### src/sv/ptbc_pkg.sv
`default_nettype none
package ptbc_pkg;

	localparam int QUEUE_DEPTH = 8;
	localparam int BURST_MAX = 64;
	localparam int SAMPLE_BITS = 16;

	localparam int BL_W = 7;
	localparam int TP_W = 16;
	localparam int PEAKS_W = 17;
	localparam logic [PEAKS_W-1:0] PEAKS_SAT = '1;
	localparam logic [BL_W-1:0] BL_RESET = 7'd64;

	localparam int APB_AW = 3;
	localparam int APB_DW = 32;
	localparam logic REG_BURST_LEN = 1'b0;
	localparam logic REG_THROWAWAY_PEAKS = 1'b1;

	typedef struct packed {
		logic signed [SAMPLE_BITS-1:0] sample_i;
		logic signed [SAMPLE_BITS-1:0] sample_q;
		logic peak;
	} sample_beat_t;

	typedef struct packed {
		logic signed [SAMPLE_BITS-1:0] out_i;
		logic signed [SAMPLE_BITS-1:0] out_q;
		logic last_of_burst;
	} burst_beat_t;

	typedef struct packed {
		logic step;
		logic pop;
		logic open_new;
	} cell_ctl_t;

	typedef enum logic {
		ST_IDLE,
		ST_EMIT
	} state_t;

endpackage
`default_nettype wire

### src/sv/ptbc_cell.sv
`default_nettype none
module ptbc_cell #(
	parameter int QUEUE_DEPTH = ptbc_pkg::QUEUE_DEPTH,
	parameter int BURST_MAX = ptbc_pkg::BURST_MAX,
	localparam int FILL_W = $clog2(BURST_MAX + 1),
	localparam int SLOT_W = (QUEUE_DEPTH > 1) ? $clog2(QUEUE_DEPTH) : 1,
	localparam int AW = (BURST_MAX > 1) ? $clog2(BURST_MAX) : 1
) (
	input  wire logic                clk,
	input  wire logic                arst_n,
	input  wire ptbc_pkg::cell_ctl_t ctl,
	input  wire logic [FILL_W-1:0]   len,
	input  wire logic [SLOT_W-1:0]   new_slot,
	input  wire logic                prev_open,
	input  wire logic                nb_open,
	input  wire logic [FILL_W-1:0]   nb_fill,
	input  wire logic [SLOT_W-1:0]   nb_slot,
	output logic                     cur_open,
	output logic                     upd_open,
	output logic      [FILL_W-1:0]   upd_fill,
	output logic      [SLOT_W-1:0]   upd_slot,
	output logic                     wr_en,
	output logic      [AW-1:0]       wr_addr
);

	logic              open_q;
	logic [FILL_W-1:0] fill_q;
	logic [SLOT_W-1:0] slot_q;
	logic              cap;
	logic              new_here;

	// new burst lands in the first free cell behind the open ones
	assign new_here = ctl.open_new && !open_q && prev_open;
	assign cap = open_q && (fill_q < len);

	assign cur_open = open_q;
	assign upd_open = open_q || new_here;
	assign upd_fill = new_here ? FILL_W'(1) : (cap ? fill_q + FILL_W'(1) : fill_q);
	assign upd_slot = new_here ? new_slot : slot_q;
	assign wr_en = ctl.step && (cap || new_here);
	assign wr_addr = new_here ? '0 : fill_q[AW-1:0];

	always_ff @(posedge clk or negedge arst_n) begin
		if (!arst_n) begin
			open_q <= 1'b0;
			fill_q <= '0;
			slot_q <= '0;
		end else if (ctl.step) begin
			if (ctl.pop) begin
				open_q <= nb_open;
				fill_q <= nb_fill;
				slot_q <= nb_slot;
			end else begin
				open_q <= upd_open;
				fill_q <= upd_fill;
				slot_q <= upd_slot;
			end
		end
	end

endmodule
`default_nettype wire

### config.mk
export PLATFORM = sky130hd
export DESIGN_NAME = ptbc_cell
export DESIGN_NICKNAME = d
export VERILOG_FILES = /design/src/sv/ptbc_pkg.sv /design/src/sv/ptbc_cell.sv
export SDC_FILE = /design/constraint.sdc
export NUM_CORES = 1
export LEC_CHECK = 0
export ABC_CLOCK_PERIOD_IN_PS = 2700
export BUFFER_PORTS_ARGS = -buffer_cell sky130_fd_sc_hd__buf_2
export CORE_MARGIN = 2
export CORE_UTILIZATION = 45
export CTS_BUF_LIST = sky130_fd_sc_hd__clkbuf_4
export DETAILED_ROUTE_END_ITERATION = 8
export HOLD_SLACK_MARGIN = 0.12
export PLACE_DENSITY = 0.8
export SYNTH_ARGS = -nofsm -noshare
export SYNTH_HDL_FRONTEND = slang
export SYNTH_SLANG_ARGS = --single-unit
### constraint.sdc
create_clock -name clk -period 2.7 [get_ports clk]
set_input_delay 0.54 -clock clk [delete_from_list [all_inputs] [get_ports clk]]
set_output_delay 0.54 -clock clk [all_outputs]
set_load 0.005 [all_outputs]
==> results.sh, run 1 <==
export IMPL_grt_max_degree=21
export IMPL_worst_path_max_fanout=6
export IMPL_drive_gt1_frac=0.346
export IMPL_syn_num_nets=169
export IMPL_final_core_util=0.622
export IMPL_cts_hold_repair_buffers=0
export IMPL_hold_ws_ps=125
export IMPL_endpoint_kind="output pin"
export IMPL_placementRows=17
export IMPL_clk_path_buf_depth=2
export IMPL_cp_required_ps=2160
export IMPL_power_density_nw_per_um2=482
export IMPL_maxCapViolCount=0
export IMPL_antenna_found_initial=0
export IMPL_synth_warn=0
export IMPL_floorplan_core_area_um2=2190
export IMPL_cts_root_buffer="sky130_fd_sc_hd__clkbuf_4"
export IMPL_clkSlewWorstSetupHoldPaths_ps=80
export IMPL_power_ir_vdd_worst_mv=0.470
export IMPL_finalSetupViolCount=0
export IMPL_relSlewSlack=0.718
export IMPL_multiInputGateArea_um2=731
export IMPL_nFillCells=209
export IMPL_first_pass_grt_wire_length_mm=4.80
export IMPL_io_pin_count=46
export IMPL_global_route_overflow_total=0
export IMPL_rsz0062_at_grt="true"
export IMPL_worstSkewPairLatency_ps=270
export IMPL_max_freq_mhz=388
export IMPL_first_global_vias=1146
export IMPL_detail_route_drc_violations=0
export IMPL_count_of_endpoints_failing_hold_in_the_final_timing_report=0
export IMPL_ff_latch_area_um2=277
export IMPL_insertedDiodeCount=0
export IMPL_min_delay_path_class="primary input to async pin"
export IMPL_finalWorstPathRequiredPeriod_ps=2580
export IMPL_cts_buffers_inserted=3
export IMPL_arrival_time_at_the_worst_endpoint_ps=2040
export IMPL_detail_route_wl_per_cell_um=14.3
export IMPL_synth_seq_cells=11
export IMPL_port_buffers=45
export IMPL_drt_iter0_drc=39
export IMPL_vias=1180
export IMPL_seq_total_area_yosys=0.264
export IMPL_cts_sinks=11
export IMPL_worst_case_clock_skew_ps=5.04
export IMPL_power_static_leakage_uw=0.000685
export IMPL_timing_final_max_slew_violations=0
export IMPL_h_tree_depth=1
export IMPL_dp_final_hpwl_mm=2.30
export IMPL_die_y_um=52.1
export IMPL_track_usage=0.234
export IMPL_worst_slew_pin_slew_ps=422
export IMPL_floorplan_die_area_um2=2720
export IMPL_tritoncts="yes"
export IMPL_syn_instance_count=135
export IMPL_setup_worst_path_start_class="register"
export IMPL_syn_to_final_growth_pct=30.7
export IMPL_path_class="register to output pin"
export IMPL_chipWidth_um=52.1
export IMPL_post_drt_antenna_nets=0
export IMPL_routed_via_density=5.62
export IMPL_synth_cell_type_count=35
export IMPL_start_util=0.476
export IMPL_finish_net_count=217
export IMPL_worstRegToRegCells=6
export IMPL_run_status="finished clean"
export IMPL_synth_area_per_cell_um2=7.72
export IMPL_gpl_final_weighted_congestion=0.837
export IMPL_drt_total_wl_mm=3.00
export IMPL_drt_pass1_iterations=4
export IMPL_timing_final_crit_share=0.956
export IMPL_syn_area_um2=1040
## layer usage
| metal | up-vias | routed length (µm) | global-route usage |
|---|---|---|---|
| met5 | - | 0 | 0 |
| met4 | 0 | 0 | 0.0307 |
| met3 | 0 | 135 | 0.0546 |
| met2 | 36 | 1580 | 0.435 |
| met1 | 562 | 1290 | 0.277 |
| li1 | 582 | - | - |
## Yosys cell counts (all sizes together)
library cell / instances / area share
nand4: 2 / 0.012
o311ai: 4 / 0.034
o32ai: 1 / 0.0084
nor2: 8 / 0.029
inv: 11 / 0.040
nand3: 6 / 0.029
and3: 3 / 0.018
or2: 1 / 0.0060
mux2i: 2 / 0.019
o211ai: 3 / 0.035
o21ai: 9 / 0.047
clkinv: 1 / 0.0036
nand3b: 1 / 0.0072
and2: 4 / 0.024
and2b: 1 / 0.0096
nand2: 23 / 0.083
o2111ai: 2 / 0.017
clkbuf: 4 / 0.014
a21oi: 10 / 0.055
nor2b: 1 / 0.0060
mux2: 1 / 0.014
a31o: 1 / 0.0084
nand2b: 1 / 0.0060
nand4b: 1 / 0.0084
o2bb2ai: 2 / 0.017
ha: 7 / 0.084
xnor2: 3 / 0.025
dfrtp: 11 / 0.26
buf: 1 / 0.0048
o22ai: 6 / 0.036
a22oi: 3 / 0.022
a21o: 1 / 0.014
## report_power, final
group | internal, µW | total [µW] | switching (µW)
registers | 191 | 230 | 39.7
clock network | 54.9 | 114 | 59.2
logic | 149 | 313 | 164
## sequential cells by signal (all words and copies together), names as in the netlist
name	flops
fill_q	7
slot_q	3
cur_open	1
## cells by family (layout without fill, tap and decap cells)
kind of cell	Yosys count	after routing	synth area share
DFF	11	11	0.264
xor gates and xnor gates	3	3	0.0252
and+or+nand+nor	52	52	0.238
adders and majority gates	7	7	0.0840
buffers and inverters	17	64	0.0624
muxes	3	3	0.0336
AOI/OAI and AO/OA	42	42	0.293
## cell usage in the layout (no fill, tap or decap), drive strengths merged, types with 4 or more instances in the layout
cell / n
and2: 4
inv: 11
nand2: 23
o311ai: 4
a21oi: 10
nor2: 8
o22ai: 6
o21ai: 9
dfrtp: 11
buf: 48
ha: 7
nand3: 6
## worst max-delay path, stage by stage (launching register included)
cell and delay (ps):
sky130_fd_sc_hd__dfrtp_1 450, sky130_fd_sc_hd__ha_1 350, sky130_fd_sc_hd__a21oi_4 190, sky130_fd_sc_hd__o211ai_4 110, sky130_fd_sc_hd__a21oi_4 180, sky130_fd_sc_hd__nand4_1 160, sky130_fd_sc_hd__mux2i_1 190, sky130_fd_sc_hd__buf_2 130
## layout make-up
type                    instances  area share
clock inverters                 1     0.00367
inverters                      12      0.0331
well taps                      28      0.0257
flip-flops and latches         11       0.203
multi-input cells             107       0.536
clock buffers                   3      0.0165
repair buffers                 48       0.182
## through the flow
step	std cells	area [µm²]	total power, µW	TNS (ps)	worst slack [ps]
final	210	1360	657	0	119
after global routing	210	1360	711	-28.7	-17.0
after CTS	209	1330	638	0	10.8
after detailed placement	205	1300	523	0	106
after global placement	205	1300	514	0	168
after floorplan	135	1040	410	0	426
## what timing repair did
action,CTS,global route
buffers inserted,0,1
resized for setup,0,7
setup endpoints to repair,0,6
## worst paths after layout
kind	start	to	slack, ps
max in group asynchronous	arst_n	fill_q[2]	2350
min in group clk	nb_fill[5]	fill_q[5]	500
worst max register to register	fill_q[4]	fill_q[1]	730
worst max-delay path	fill_q[4]	upd_fill[5]	120
worst min-delay path	arst_n	slot_q[0]	130
worst min register to register	fill_q[6]	fill_q[6]	590
No activity file was read; power rests on OpenSTA's default activity.
==> run 2: changes to the inputs <==
--- a/config.mk
+++ b/config.mk
@@ -13,6 +13,7 @@
 export DETAILED_ROUTE_END_ITERATION = 8
 export HOLD_SLACK_MARGIN = 0.12
 export PLACE_DENSITY = 0.8
+export REMOVE_ABC_BUFFERS = 1
 export SYNTH_ARGS = -nofsm -noshare
 export SYNTH_HDL_FRONTEND = slang
 export SYNTH_SLANG_ARGS = --single-unit
==> run 2 against run 1 <==
Compared with the run above:
- clock skew is essentially flat
- first-iteration DRC count grew 7.7%
- sequential cell count is the same
- final area grew 2.1%
- clock power grew 7%
- highest routed layer is now met4
- combinational power grew 3%
- register-to-register slack is essentially flat
- fmax shrank 0.64%
==> results.sh, run 2 (same netlist as run 1, synthesis figures left out) <==
export IMPL_numPlacedInstances=205
export IMPL_arrival_time_at_the_worst_endpoint_ps=2060
export IMPL_max_freq_mhz=385
export IMPL_worst_path_max_fanout=6
export IMPL_regMostFlops="fill_q"
export IMPL_finalSetupViolCount=0
export IMPL_detail_route_wl_per_cell_um=14.6
export IMPL_run_status="finished clean"
export IMPL_detail_route_drc_violations=0
export IMPL_worst_slew_pin_slew_ps=368
export IMPL_worstSkewPairLatency_ps=270
export IMPL_cts_sinks=11
export IMPL_worst_path_most_repeated_cell="sky130_fd_sc_hd__a21oi_4"
export IMPL_setup_worst_path_start_class="register"
export IMPL_maxCapViolCount=0
export IMPL_clock_power_share=0.181
export IMPL_worst_case_clock_skew_ps=5.26
export IMPL_floorplan_core_area_um2=2190
export IMPL_finish_cell_count_without_fillers=213
export IMPL_p_comb_frac=0.479
export IMPL_crit_path_max_incr_delay_ps=440
export IMPL_die_y_um=52.1
export IMPL_tritoncts="yes"
export IMPL_syn_to_final_growth_pct=33.5
export IMPL_finish_net_count=220
export IMPL_top_library_cells_by_usage_in_the_layout_fill_and_taps_aside="sky130_fd_sc_hd__buf_2, sky130_fd_sc_hd__nand2_1, sky130_fd_sc_hd__inv_1"
export IMPL_clk_path_buf_depth=2
export IMPL_placementRows=17
export IMPL_count_of_endpoints_failing_hold_in_the_final_timing_report=0
export IMPL_relSlewSlack=0.754
export IMPL_rsz0062_at_grt="false"
export IMPL_timing_final_max_slew_violations=0
export IMPL_tns_ps=0
export IMPL_drt_total_wl_mm=3.11
export IMPL_global_route_overflow_total=0
export IMPL_cts_buffers_inserted=3
export IMPL_io_pin_count=46
export IMPL_endpoint_kind="output pin"
export IMPL_largest_register_ff_count=7
export IMPL_gpl_final_weighted_congestion=0.865
export IMPL_cell_internal_pwr_uw=412
export IMPL_post_drt_antenna_nets=0
export IMPL_h_tree_depth=1
export IMPL_port_buffers=45
export IMPL_min_delay_path_class="primary input to register"
export IMPL_antenna_found_initial=0
export IMPL_slowest_stage="sky130_fd_sc_hd__dfrtp_1"
export IMPL_clkSlewWorstSetupHoldPaths_ps=70
export IMPL_power_static_leakage_uw=0.000698
export IMPL_floorplan_die_area_um2=2720
export IMPL_routed_via_density=5.82
export IMPL_worstPathCellList="ha_1 -> a21oi_4 -> o211ai_4 -> a21oi_4 -> nand4_1 -> mux2i_1 -> buf_2"
export IMPL_track_usage=0.247
export IMPL_first_global_vias=1168
export IMPL_final_common_cell="sky130_fd_sc_hd__buf_2"
export IMPL_switchingPower_uw=263
export IMPL_power_ir_vdd_worst_mv=0.419
export IMPL_cp_required_ps=2160
export IMPL_timing_final_crit_share=0.962
export IMPL_drt_iter0_drc=42
export IMPL_grt_max_degree=21
export IMPL_chipWidth_um=52.1
export IMPL_drive_gt1_frac=0.357
export IMPL_finalWorstPathRequiredPeriod_ps=2600
export IMPL_first_pass_grt_wire_length_mm=5.00
export IMPL_path_class="register to output pin"
export IMPL_insertedDiodeCount=0
export IMPL_dp_final_hpwl_mm=2.44
export IMPL_vias=1240
export IMPL_power_frac_seq=0.341
export IMPL_drt_pass1_iterations=4
export IMPL_start_util=0.476
export IMPL_power_density_nw_per_um2=485
export IMPL_power_share_switching=0.390
export IMPL_cts_root_buffer="sky130_fd_sc_hd__clkbuf_4"
-- run 2: cell count changes in the layout (fill, tap and decap cells not counted) --
cell / previous run / this run
sky130_fd_sc_hd__buf_4: 3 / 5
sky130_fd_sc_hd__clkbuf_4: 3 / 4
sky130_fd_sc_hd__clkinv_2: 1 / 0
sky130_fd_sc_hd__dfrtp_1: 10 / 9
sky130_fd_sc_hd__dfrtp_2: 1 / 2
sky130_fd_sc_hd__dlygate4sd3_1: 0 / 1
-- run 2: metal layers --
metal | vias up | GRT usage | wire (µm)
met5 | - | 0 | 0
met4 | 0 | 0.0307 | 12
met3 | 2 | 0.0661 | 172
met2 | 44 | 0.445 | 1680
met1 | 602 | 0.298 | 1250
li1 | 592 | - | -
-- run 2: path summary, 6_finish.rpt --
check / slack (ps) / start / endpoint / depth (start not counted)
max: 100 / fill_q[4] / upd_fill[5] / 7
min: 500 / nb_fill[5] / fill_q[5] / 3
max reg2reg: 720 / fill_q[2] / fill_q[1] / 6
min reg2reg: 570 / fill_q[5] / fill_q[5] / 1
max in group asynchronous: 1820 / arst_n / fill_q[5] / 2
min in group asynchronous: 660 / arst_n / fill_q[2] / 2
-- run 2: worst max-delay path: cells and delay by family, from the launching register on --
kind	cells	cell delay, ps
compound gates	3	490
flops	1	440
fa+ha+maj	1	350
mux	1	200
simple gates	1	160
buf+inv	1	140
-- run 2: cell type report --
type / count / area [µm²]
multi-input combinational: 107 / 731
inverter: 12 / 45.0
tap: 28 / 35.0
timing repair buffer: 51 / 273
fill: 203 / 800
clock buffer: 4 / 30.0
sequential: 11 / 278
-- run 2: timing repair --
action                                  4_1_cts  5_1_grt
endpoints found under the hold margin         0        6
setup buffers                                 0        3
pin swaps                                     0        2
gates cloned                                  0        0
resized for setup                             1        7
hold buffers                                  0        1
endpoints found under the setup margin        1        6
-- run 2: power groups by stage --
stage	Combinational, µW	Sequential (µW)	Clock [µW]
finish	323	230	122
global route	357	235	138
CTS	300	228	125
detailed placement	294	231	0
global placement	281	230	0
floorplan	184	220	0
-- run 2: stage by stage --
step                 util  power [µW]  area (µm²)  worst slack (ps)  hold slack (ps)
finish              0.635         675        1390               103              500
global route        0.635         730        1390              11.8              519
CTS                 0.609         653        1340              16.5              125
detailed placement  0.592         526        1300              86.7              418
global placement    0.592         511        1300               174              418
floorplan               -         404        1020               426              244
==> run 3: changes to the inputs <==
--- a/config.mk
+++ b/config.mk
@@ -6,13 +6,14 @@
 export NUM_CORES = 1
 export LEC_CHECK = 0
 export ABC_CLOCK_PERIOD_IN_PS = 2700
-export BUFFER_PORTS_ARGS = -buffer_cell sky130_fd_sc_hd__buf_2
 export CORE_MARGIN = 2
 export CORE_UTILIZATION = 45
 export CTS_BUF_LIST = sky130_fd_sc_hd__clkbuf_4
 export DETAILED_ROUTE_END_ITERATION = 8
+export DONT_BUFFER_PORTS = 1
 export HOLD_SLACK_MARGIN = 0.12
-export PLACE_DENSITY = 0.8
+export MAX_ROUTING_LAYER = met4
+export PLACE_DENSITY = 0.67
 export REMOVE_ABC_BUFFERS = 1
 export SYNTH_ARGS = -nofsm -noshare
 export SYNTH_HDL_FRONTEND = slang
==> run 3 against run 2 <==
Compared with the run above:
- global-route usage fell by 3.1 points
- critical endpoint unchanged
- highest routed layer unchanged
- count of clock-buffer cells in the layout unchanged
- cell count is 23% lower
- critical path type unchanged
- first-iteration DRC count fell by 14%
==> results.sh, run 3 (same netlist as run 1, synthesis figures left out) <==
export IMPL_endpoint_kind="output pin"
export IMPL_global_route_usage_met3=0.0805
export IMPL_power_ir_vdd_worst_mv=0.335
export IMPL_critPathTopFamily="compound AO/OA/AOI/OAI gates"
export IMPL_total_power_uw=582
export IMPL_path_class="register to output pin"
export IMPL_drt_iter0_drc=36
export IMPL_setup_worst_path_start_class="register"
export IMPL_gr_usage_met2=0.327
export IMPL_grt_max_degree=21
export IMPL_clk_path_buf_depth=2
export IMPL_chipWidth_um=52.1
export IMPL_drt_pass1_iterations=4
export IMPL_cts_buffers_inserted=3
export IMPL_relSlewSlack=0.654
export IMPL_worstPathCellList="ha_1 -> a21oi_2 -> o211ai_4 -> a21oi_4 -> nand4_1 -> mux2i_1"
export IMPL_min_delay_path_class="primary input to register"
export IMPL_crit_path_max_incr_delay_ps=450
export IMPL_cts_root_buffer="sky130_fd_sc_hd__clkbuf_4"
export IMPL_rsz0062_at_grt="false"
export IMPL_timing_final_crit_share=0.929
export IMPL_antenna_found_initial=0
export IMPL_clkSlewWorstSetupHoldPaths_ps=70
export IMPL_first_global_vias=932
export IMPL_dp_final_hpwl_mm=2.10
export IMPL_worstSkewPairLatency_ps=260
export IMPL_drive_gt1_frac=0.102
export IMPL_first_pass_grt_wire_length_mm=4.17
export IMPL_gpl_final_weighted_congestion=0.864
export IMPL_largest_register_ff_count=7
export IMPL_routed_via_density=6.21
export IMPL_syn_to_final_growth_pct=7.68
export IMPL_finalWorstPathRequiredPeriod_ps=2510
export IMPL_drt_total_wl_mm=2.69
export IMPL_insertedDiodeCount=0
export IMPL_arrival_time_at_the_worst_endpoint_ps=1970
export IMPL_final_common_cell="sky130_fd_sc_hd__nand2_1"
export IMPL_regMostFlops="fill_q"
export IMPL_detail_route_drc_violations=0
export IMPL_cts_sinks=11
export IMPL_port_buffers=0
export IMPL_run_status="finished clean"
export IMPL_power_static_leakage_uw=0.000498
export IMPL_timing_final_max_slew_violations=0
export IMPL_detail_route_wl_per_cell_um=16.3
export IMPL_track_usage=0.216
export IMPL_worst_slew_pin_slew_ps=518
export IMPL_count_of_endpoints_failing_hold_in_the_final_timing_report=0
export IMPL_floorplan_die_area_um2=2720
export IMPL_post_drt_antenna_nets=0
export IMPL_global_route_overflow_total=0
export IMPL_tritoncts="yes"
export IMPL_start_util=0.476
export IMPL_placementRows=17
export IMPL_worst_path_max_fanout=6
export IMPL_finish_net_count=172
export IMPL_maxCapViolCount=0
export IMPL_cp_required_ps=2160
export IMPL_finalSetupViolCount=0
export IMPL_tns_ps=0
export IMPL_vias=1025
export IMPL_io_pin_count=46
export IMPL_h_tree_depth=1
export IMPL_met1_usage=0.271
export IMPL_die_y_um=52.1
export IMPL_slowest_stage="sky130_fd_sc_hd__dfrtp_1"
export IMPL_floorplan_core_area_um2=2190
export IMPL_max_freq_mhz=399
export IMPL_worst_case_clock_skew_ps=2.59
export IMPL_top_usage_layer="met2"
export IMPL_power_density_nw_per_um2=518
export IMPL_crit_buf_inv=0
export IMPL_top_library_cells_by_usage_in_the_layout_fill_and_taps_aside="sky130_fd_sc_hd__nand2_1, sky130_fd_sc_hd__inv_1, sky130_fd_sc_hd__dfrtp_1"
## run 3: changes by cell type in the layout (fill, tap and decap cells not counted), sizes merged
cell	before	now
buf	50	2
## run 3: final cells by class
cell class / instances / area (µm²)
tap: 28 / 35.0
timing repair buffer: 3 / 25.0
sequential: 11 / 275
inverter: 12 / 45.0
clock buffer: 4 / 30.0
fill: 231 / 1070
multi-input combinational: 107 / 712
## run 3: stage by stage
| stage | area [µm²] | hold slack (ps) | worst slack, ps | cells | utilization |
|---|---|---|---|---|---|
| finish | 1120 | 385 | 193 | 165 | 0.512 |
| global route | 1120 | 367 | 18.4 | 165 | 0.512 |
| CTS | 1110 | 377 | 132 | 165 | 0.508 |
| detailed placement | 1070 | 245 | 320 | 160 | 0.489 |
| global placement | 1070 | 245 | 358 | 160 | 0.489 |
| floorplan | 1020 | 244 | 426 | 130 | - |
## run 3: repair_timing
item / 4_1_cts / 5_1_grt
hold endpoints to repair: 11 / 0
gates resized for setup: 0 / 2
buffers inserted: 0 / 0
endpoints found under the setup margin: 0 / 2
hold buffers: 1 / 0
## run 3: path summary, 6_finish.rpt
check	startpoint	end	slack, ps	cells after the start
setup / recovery	fill_q[4]	upd_fill[5]	190	6
hold / removal	ctl[2]	fill_q[0]	390	1
max in group asynchronous	arst_n	slot_q[2]	1670	1
min in group asynchronous	arst_n	fill_q[5]	680	1
hold reg to reg	fill_q[6]	fill_q[6]	570	1
setup reg to reg	fill_q[5]	fill_q[1]	680	6
## run 3: power breakdown
group	internal, µW	total [µW]	switching, µW
Sequential	190	230	39.4
Combinational	98.1	232	134
Clock	67.2	120	52.9
## run 3: per-layer routing
layer,part of all wire,up-vias
li1,-,495
met5,0,-
met3,0.079,4
met1,0.45,481
met4,0.011,0
met2,0.46,45
